`src/hdl/tdpt_pkg.sv`:
```
// Shared constants for the trial-division prime test block.
// No dependencies; imported by the top level and the checker.
`default_nettype none
package tdpt_pkg;

    // working width of the candidate
    localparam int VALUE_WIDTH = 32;
    // squared divisor runs one step past the candidate, so keep two spare bits
    localparam int SQ_WIDTH = VALUE_WIDTH + 2;
    localparam int CNT_WIDTH = $clog2(VALUE_WIDTH);

    localparam int IN_WIDTH = 32;
    localparam int OUT_TDATA_WIDTH = 8;

    localparam logic [VALUE_WIDTH-1:0] FIRST_DIVISOR = VALUE_WIDTH'(5);
    localparam logic [VALUE_WIDTH-1:0] DIVISOR_THREE = VALUE_WIDTH'(3);
    localparam logic [SQ_WIDTH-1:0] FIRST_SQUARE = SQ_WIDTH'(25);
    localparam logic [SQ_WIDTH-1:0] SQUARE_STEP_CONST = SQ_WIDTH'(36);

endpackage
`default_nettype wire

```
`src/hdl/trial_division_prime_test_top.sv`:
```
// Top level of the trial-division prime test: sequencer plus one serial remainder unit.
// Depends on tdpt_pkg.
`default_nettype none

// One candidate in, one is_prime flag out. Zero, one, two, three and even
// candidates are answered without division. Any other candidate is tested by a
// single restoring remainder unit that works one quotient bit a cycle: first
// by 3, then by each pair 6k-1 and 6k+1 while the squared divisor stays at or
// below the candidate, with a bound check before each pair. The input is not
// ready while a candidate is under test; a finished result waits in the
// output register and a new candidate is accepted meanwhile.
module trial_division_prime_test_top (
    input  wire logic                                  aclk,
    input  wire logic                                  aresetn,
    input  wire logic                                  s_tvalid,
    output logic                                       s_tready,
    // [31:0] candidate
    input  wire logic [tdpt_pkg::IN_WIDTH-1:0]         s_tdata,
    output logic                                       m_tvalid,
    input  wire logic                                  m_tready,
    // [0] is_prime, [7:1] zero
    output logic [tdpt_pkg::OUT_TDATA_WIDTH-1:0]       m_tdata
);
    import tdpt_pkg::*;

    localparam logic [1:0] ST_IDLE  = 2'd0;
    localparam logic [1:0] ST_DIV   = 2'd1;
    localparam logic [1:0] ST_CHECK = 2'd2;
    localparam logic [1:0] ST_DONE  = 2'd3;

    localparam logic [1:0] PH_THREE = 2'd0;
    localparam logic [1:0] PH_LO    = 2'd1;
    localparam logic [1:0] PH_HI    = 2'd2;

    logic [1:0]             state_reg, state_next;
    logic [1:0]             phase_reg, phase_next;
    logic [VALUE_WIDTH-1:0] n_reg, n_next;
    logic [VALUE_WIDTH-1:0] d_reg, d_next;
    logic [SQ_WIDTH-1:0]    sq_reg, sq_next;
    logic [VALUE_WIDTH-1:0] div_reg, div_next;
    logic [VALUE_WIDTH-1:0] rem_reg, rem_next;
    logic [CNT_WIDTH-1:0]   cnt_reg, cnt_next;
    logic                   res_reg, res_next;
    logic                   out_valid_reg, out_valid_next;
    logic                   out_prime_reg, out_prime_next;

    logic [VALUE_WIDTH-1:0] cand;
    logic [VALUE_WIDTH:0]   trial;
    logic [VALUE_WIDTH-1:0] rem_step;
    logic                   s_accept;
    logic                   slot_free;

    // keep the low VALUE_WIDTH bits, zero-extend if the port is narrower
    assign cand = VALUE_WIDTH'({{VALUE_WIDTH{1'b0}}, s_tdata});

    assign s_tready  = (state_reg == ST_IDLE);
    assign s_accept  = s_tvalid && s_tready;
    assign slot_free = !out_valid_reg || m_tready;

    // one restoring step of the shared remainder unit
    assign trial = {rem_reg, n_reg[cnt_reg]};
    always_comb begin
        if (trial >= {1'b0, div_reg}) begin
            rem_step = VALUE_WIDTH'(trial - {1'b0, div_reg});
        end else begin
            rem_step = trial[VALUE_WIDTH-1:0];
        end
    end

    always_comb begin
        state_next     = state_reg;
        phase_next     = phase_reg;
        n_next         = n_reg;
        d_next         = d_reg;
        sq_next        = sq_reg;
        div_next       = div_reg;
        rem_next       = rem_reg;
        cnt_next       = cnt_reg;
        res_next       = res_reg;
        out_valid_next = out_valid_reg;
        out_prime_next = out_prime_reg;

        if (out_valid_reg && m_tready) begin
            out_valid_next = 1'b0;
        end

        unique case (state_reg)
            ST_IDLE: begin
                if (s_accept) begin
                    n_next   = cand;
                    d_next   = FIRST_DIVISOR;
                    sq_next  = FIRST_SQUARE;
                    div_next = DIVISOR_THREE;
                    rem_next = '0;
                    cnt_next = CNT_WIDTH'(VALUE_WIDTH - 1);
                    phase_next = PH_THREE;
                    if (cand == VALUE_WIDTH'(2) || cand == VALUE_WIDTH'(3)) begin
                        res_next   = 1'b1;
                        state_next = ST_DONE;
                    end else if (cand <= VALUE_WIDTH'(1) || !cand[0]) begin
                        res_next   = 1'b0;
                        state_next = ST_DONE;
                    end else begin
                        state_next = ST_DIV;
                    end
                end
            end
            ST_DIV: begin
                rem_next = rem_step;
                cnt_next = cnt_reg - CNT_WIDTH'(1);
                if (cnt_reg == '0) begin
                    rem_next = '0;
                    cnt_next = CNT_WIDTH'(VALUE_WIDTH - 1);
                    if (rem_step == '0) begin
                        res_next   = 1'b0;
                        state_next = ST_DONE;
                    end else begin
                        unique case (phase_reg)
                            PH_LO: begin
                                div_next   = d_reg + VALUE_WIDTH'(2);
                                phase_next = PH_HI;
                            end
                            PH_HI: begin
                                // advance to the next pair: (d+6)^2 = d^2 + 12d + 36
                                d_next  = d_reg + VALUE_WIDTH'(6);
                                sq_next = sq_reg + SQ_WIDTH'({d_reg, 3'b000})
                                        + SQ_WIDTH'({d_reg, 2'b00}) + SQUARE_STEP_CONST;
                                state_next = ST_CHECK;
                            end
                            default: begin
                                state_next = ST_CHECK;
                            end
                        endcase
                    end
                end
            end
            ST_CHECK: begin
                if (sq_reg > SQ_WIDTH'(n_reg)) begin
                    res_next   = 1'b1;
                    state_next = ST_DONE;
                end else begin
                    div_next   = d_reg;
                    phase_next = PH_LO;
                    state_next = ST_DIV;
                end
            end
            ST_DONE: begin
                // hold until the output register is free
                if (slot_free) begin
                    out_valid_next = 1'b1;
                    out_prime_next = res_reg;
                    state_next     = ST_IDLE;
                end
            end
            default: begin
                state_next = ST_IDLE;
            end
        endcase
    end

    always_ff @(posedge aclk) begin
        if (!aresetn) begin
            state_reg     <= ST_IDLE;
            out_valid_reg <= 1'b0;
        end else begin
            state_reg     <= state_next;
            out_valid_reg <= out_valid_next;
        end
        phase_reg     <= phase_next;
        n_reg         <= n_next;
        d_reg         <= d_next;
        sq_reg        <= sq_next;
        div_reg       <= div_next;
        rem_reg       <= rem_next;
        cnt_reg       <= cnt_next;
        res_reg       <= res_next;
        out_prime_reg <= out_prime_next;
    end

    assign m_tvalid = out_valid_reg;
    assign m_tdata  = {{(OUT_TDATA_WIDTH-1){1'b0}}, out_prime_reg};

endmodule
`default_nettype wire

```
`config.mk`:
```
export PLATFORM = sky130hd
export DESIGN_NAME = trial_division_prime_test_top
export DESIGN_NICKNAME = d
export VERILOG_FILES = /design/src/hdl/tdpt_pkg.sv /design/src/hdl/trial_division_prime_test_top.sv
export SDC_FILE = /design/constraint.sdc
export NUM_CORES = 1
export LEC_CHECK = 0
export ABC_AREA = 1
export BUFFER_PORTS_ARGS = -buffer_cell sky130_fd_sc_hd__buf_2
export CORE_MARGIN = 2
export CORE_UTILIZATION = 45
export CTS_CLUSTER_SIZE = 14
export DETAILED_ROUTE_END_ITERATION = 7
export MAX_ROUTING_LAYER = met4
export PLACE_DENSITY_LB_ADDON = 0.2
export SLEW_MARGIN = 10
export SYNTH_ARGS = -nofsm -noshare
export SYNTH_HDL_FRONTEND = slang
export SYNTH_SLANG_ARGS = --single-unit
```
`constraint.sdc`:
```
create_clock -name aclk -period 9 [get_ports aclk]
set_input_delay 1.8 -clock aclk [delete_from_list [all_inputs] [get_ports aclk]]
set_output_delay 1.8 -clock aclk [all_outputs]
set_load 0.1 [all_outputs]
```
==> impl_metrics.env, run 1 <==
export IMPL_track_usage=0.255
export IMPL_cts_setup_buffers=0
export IMPL_worstSkewPairLatency_ns=0.45
export IMPL_syn_area_mm2=0.0144
export IMPL_reg2reg_slack_ns=3.54
export IMPL_fp_dieH_um=183
export IMPL_vias=12200
export IMPL_first_global_vias=12000
export IMPL_grt_max_degree=63
export IMPL_fin_crit_sh=0.607
export IMPL_antenna_found_initial=0
export IMPL_gp_congestion=0.973
export IMPL_slew_violations=0
export IMPL_multi_input_area_mm2=0.00797
export IMPL_cts_max_level=4
export IMPL_syn_inst=1850
export IMPL_clk_pin_slew_ns=0.07
export IMPL_postCtsHoldBufs=0
export IMPL_syn2layout_area_growth_pct=8.48
export IMPL_end_kind="flip-flop"
export IMPL_synth_area_leaders="edfxtp_1, ha_1, nand2_1"
export IMPL_tightestPinTransition_ns=1.05
export IMPL_yosys_warnings=0
export IMPL_cts_max_path_buffers=2
export IMPL_via_per_inst=5.29
export IMPL_postSynth_asyncResetShare=0
export IMPL_yosys_cell_types_count=49
export IMPL_diodes=0
export IMPL_drtIter0Drc=737
export IMPL_num_rows=65
export IMPL_ys_flop_type="edfxtp_1"
export IMPL_cts_tree="done"
export IMPL_slew_headroom=0.300
export IMPL_seq_area_mm2=0.00507
export IMPL_final_antenna_net_count=0
export IMPL_dp_hpwl_mm=32.0
export IMPL_arrival_ns=5.53
export IMPL_rsz0062_at_grt="false"
export IMPL_cts_buffers_inserted=17
export IMPL_wl_per_cell_um=17.4
export IMPL_cts_root_buf="clkbuf_16"
export IMPL_drv_cap=0
export IMPL_grt_overflow=0
export IMPL_hold_start="res_reg"
export IMPL_reg2reg_from="cnt_reg[0]"
export IMPL_drive_above_1_share=0.0558
export IMPL_port_buffers=38
export IMPL_synth_top_area_cell="edfxtp_1"
export IMPL_synth_edf_count=167
export IMPL_cts_resized=0
export IMPL_hold_violations=0
export IMPL_synth_top_cell_area_share=0.347
export IMPL_coreArea_mm2=0.0316
export IMPL_startpoint="cnt_reg[0]"
export IMPL_grt_pass1_wl_mm=64.0
export IMPL_skew_ns=0.00898
export IMPL_crit_path_max_fanout=62
export IMPL_cp_start_kind="flip-flop"
export IMPL_fp_dieW_um=183
export IMPL_initial_core_util=0.457
export IMPL_cts_sinks=170
export IMPL_n_fill_cell=3123
export IMPL_drc_errors=0
export IMPL_num_nets_final=2108
export IMPL_min_period_ns=5.46
export IMPL_max_freq_mhz=183
export IMPL_die_area_mm2=0.0335
export IMPL_synth_top_cells_by_count="nand2_1, inv_1, nor2_1"
export IMPL_synth_most_common_cell="nand2_1"
export IMPL_ys_seq_area_frac=0.352
export IMPL_io_pins=46
export IMPL_firstDrtPassIters=5
export IMPL_setup_tns_ns=0
export IMPL_crit_required_ns=9.07
export IMPL_crit_type="flip-flop to flip-flop"
export IMPL_min_path_type="flip-flop to flip-flop"
export IMPL_drt_wl_total_mm=39.9
export IMPL_setup_viol=0
export IMPL_syn_area_per_cell_um2=7.80
export IMPL_yosys_register_bits=170
export IMPL_status="complete, no violations"
cells by family after synthesis:
family          share of synthesized area
simple gates                        0.236
buf+inv                            0.0992
flops                               0.352
xor+xnor                           0.0255
fa+ha+maj                           0.178
compound gates                      0.109
other cells                      0.000520
metal layers:
layer	vias to the layer above	GRT usage	share of wire
li1	6128	-	-
met1	5690	0.324	0.45
met2	301	0.433	0.49
met3	58	0.0238	0.035
met4	0	0.0752	0.024
met5	-	-	0
placed cells by master, fill, tap and decap left out, drive strengths merged, types with 2 or more instances in the layout:
| cell type | synthesis | final |
|---|---|---|
| a21boi | 2 | 2 |
| a21o | 5 | 5 |
| a21oi | 133 | 133 |
| a221oi | 2 | 2 |
| a31oi | 6 | 6 |
| and2 | 5 | 5 |
| buf | 19 | 45 |
| bufinv | 0 | 3 |
| clkbuf | 16 | 20 |
| clkinv | 2 | 3 |
| conb | 2 | 8 |
| dfxtp | 3 | 3 |
| edfxtp | 167 | 167 |
| fa | 31 | 31 |
| ha | 156 | 156 |
| inv | 326 | 333 |
| nand2 | 461 | 461 |
| nand3 | 78 | 78 |
| nand3b | 28 | 28 |
| nand4 | 21 | 21 |
| nor2 | 179 | 179 |
| nor3 | 18 | 18 |
| nor4 | 10 | 10 |
| o2111ai | 2 | 2 |
| o211ai | 7 | 7 |
| o21a | 12 | 12 |
| o21ai | 81 | 81 |
| o21bai | 2 | 2 |
| o22ai | 23 | 23 |
| o32ai | 4 | 4 |
| or2 | 2 | 2 |
| xnor2 | 17 | 17 |
| xor2 | 25 | 25 |
cell type report:
class | count | area share
well taps | 402 | 0.0321
repair buffers | 45 | 0.0155
clock buffers | 20 | 0.0298
flip-flops and latches | 170 | 0.324
clock inverters | 12 | 0.0112
multi-input cells | 1323 | 0.509
inverters | 328 | 0.0786
critical path: stages, from the launching register on:
cell and delay [ns]:
edfxtp_1 0.84, clkinv_1 0.46, a21oi_1 0.24, o21ai_0 0.10, nand3_1 0.07, nand3_1 0.09, nand2_1 0.10, nand2_1 0.15
ha_1 0.23, inv_1 0.15, nand3_1 0.11, nand3_2 0.14, nand2_2 0.08, nand2_2 0.08, nand2_2 0.29, nand2_8 0.33
inv_2 0.13, nand2_1 0.08, nand2_1 0.06, nand2_1 0.09, nor2_1 0.05, nand2_1 0.07, nor2_2 0.04, nand3_1 0.14
nand4_1 0.11, inv_2 0.07, buf_4 0.66
final timing paths:
path / cells after the start / to
hold / removal: 0 / out_prime_reg
hold reg to reg: 0 / out_prime_reg
setup reg to reg: 26 / d_reg[30]
setup / recovery: 26 / d_reg[30]
per-stage QoR:
stage               area, um^2   util  worst slack (ns)  instances  hold slack, ns
floorplan                14500      -              3.13       1856           0.400
global placement         15000  0.476              3.79       2268           0.445
detailed placement       15000  0.476              3.69       2268           0.445
CTS                      15700  0.496              3.66       2300           0.464
global route             15700  0.496              3.12       2300           0.468
finish                   15700  0.496              3.54       2300           0.461
Power of run 1 is left out: the tool's default activity adds up to more than one toggle a clock period on the data nets, which glitch-free logic cannot reach.
==> run 2: changes to the inputs <==
- clock period: 9 -> 5 ns (I/O delays scaled with it)
==> run 2 against run 1 <==
Against the previous run: via count decreased by 1.0%; final cell count increased by 0.22%; cell area increased by 0.15%; clock skew increased by 0.0039 ns; first-iteration DRC count increased by 14%; worst setup slack got worse by 3.1 ns; routed wire length decreased by 3.2%; clock-buffer cell count decreased by 2; critical path type unchanged; highest routed layer unchanged.
==> impl_metrics.env, run 2 (synthesis results as in run 1) <==
export IMPL_multi_input_area_mm2=0.00797
export IMPL_syn2layout_area_growth_pct=8.64
export IMPL_reg2reg_depth=29
export IMPL_arrival_ns=4.68
export IMPL_final_common_cell="nand2_1"
export IMPL_cp_depth=29
export IMPL_diodes=0
export IMPL_tightestPinTransition_ns=1.08
export IMPL_crit_path_max_fanout=27
export IMPL_final_cell_mix="nand2_1, inv_1, nor2_1"
export IMPL_slew_violations=0
export IMPL_cts_resized=0
export IMPL_crit_required_ns=5.14
export IMPL_critical_path_top_delay_family="simple AND/OR/NAND/NOR gates"
export IMPL_cts_sinks=170
export IMPL_final_cell_area_mm2=0.0157
export IMPL_track_usage=0.245
export IMPL_vias=12100
export IMPL_postCtsHoldBufs=0
export IMPL_setup_viol=0
export IMPL_die_area_mm2=0.0335
export IMPL_port_buffers=38
export IMPL_drv_cap=0
export IMPL_gp_congestion=0.938
export IMPL_max_freq_mhz=220
export IMPL_antenna_found_initial=0
export IMPL_placed_area_mm2=0.0151
export IMPL_grt_pass1_wl_mm=62.0
export IMPL_crit_type="flip-flop to flip-flop"
export IMPL_rsz0062_at_grt="false"
export IMPL_drt_wl_total_mm=38.7
export IMPL_cts_tree="done"
export IMPL_n_fill_cell=3114
export IMPL_first_global_vias=11900
export IMPL_skew_ns=0.0128
export IMPL_worstSkewPairLatency_ns=0.45
export IMPL_reg2reg_slack_ns=0.46
export IMPL_grt_overflow=0
export IMPL_slowest_stage="edfxtp_1"
export IMPL_num_nets_final=2113
export IMPL_grt_max_degree=63
export IMPL_firstDrtPassIters=5
export IMPL_status="complete, no violations"
export IMPL_end_kind="flip-flop"
export IMPL_io_pins=46
export IMPL_fp_dieW_um=183
export IMPL_min_period_ns=4.54
export IMPL_cts_root_buf="clkbuf_16"
export IMPL_hold_start="res_reg"
export IMPL_via_per_inst=5.23
export IMPL_setup_tns_ns=0
export IMPL_cts_max_path_buffers=2
export IMPL_wl_per_cell_um=16.8
export IMPL_hold_violations=0
export IMPL_preCtsSetupSlack_ns=0.523
export IMPL_setup_ws_ns=0.461
export IMPL_drtIter0Drc=840
export IMPL_slew_headroom=0.276
export IMPL_cts_buffers_inserted=17
export IMPL_crit_buf_inv=4
export IMPL_fp_dieH_um=183
export IMPL_clk_pin_slew_ns=0.07
export IMPL_initial_core_util=0.457
export IMPL_r2r_end="div_reg[25]"
export IMPL_num_rows=65
export IMPL_crit_top_cell="nand2_1"
export IMPL_coreArea_mm2=0.0316
export IMPL_min_path_type="flip-flop to flip-flop"
export IMPL_drc_errors=0
export IMPL_cts_setup_buffers=0
export IMPL_final_antenna_net_count=0
export IMPL_cts_max_level=4
export IMPL_drive_above_1_share=0.0578
export IMPL_seq_area_mm2=0.00507
export IMPL_dp_hpwl_mm=30.8
export IMPL_whs_endpoint="out_prime_reg"
export IMPL_cpPeakStageDelay_ns=0.47
export IMPL_fin_crit_sh=0.908
export IMPL_reg2reg_from="cnt_reg[0]"
export IMPL_min_path_cells=0
export IMPL_cp_start_kind="flip-flop"
run 2: area by class of cell:
class	count	area share
multi-input combinational	1323	0.508
sequential	170	0.324
inverter	328	0.0785
tap	402	0.0321
clock buffer	18	0.0274
timing repair buffer	50	0.0195
clock inverter	14	0.0111
run 2: worst max path at each step:
stage | end | start | slack, ns
5_1_grt | div_reg[18] | cnt_reg[0] | 0.007
3_5_place_dp | div_reg[27] | cnt_reg[0] | 0.52
3_3_place_gp | div_reg[30] | cnt_reg[0] | 0.62
4_1_cts | div_reg[18] | cnt_reg[0] | 0.49
6_report | div_reg[25] | cnt_reg[0] | 0.46
2_1_floorplan | d_reg[10] | state_reg[0] | 0.18
run 2: through the flow:
stage          hold WS, ns  utilization  cells
5_1_grt              0.462        0.497   2305
6_report             0.455        0.497   2305
3_3_place_gp         0.436        0.478   2273
2_1_floorplan        0.400            -   1856
4_1_cts              0.454        0.497   2305
3_5_place_dp         0.443        0.478   2273
run 2: layer usage:
layer | wire (um) | global-route usage | share of wire
met1 | 17000 | 0.301 | 0.44
met2 | 19400 | 0.429 | 0.50
met3 | 1260 | 0.0248 | 0.033
met4 | 952 | 0.0730 | 0.025
met5 | 0 | - | 0
Power of run 2 is left out for the same reason.
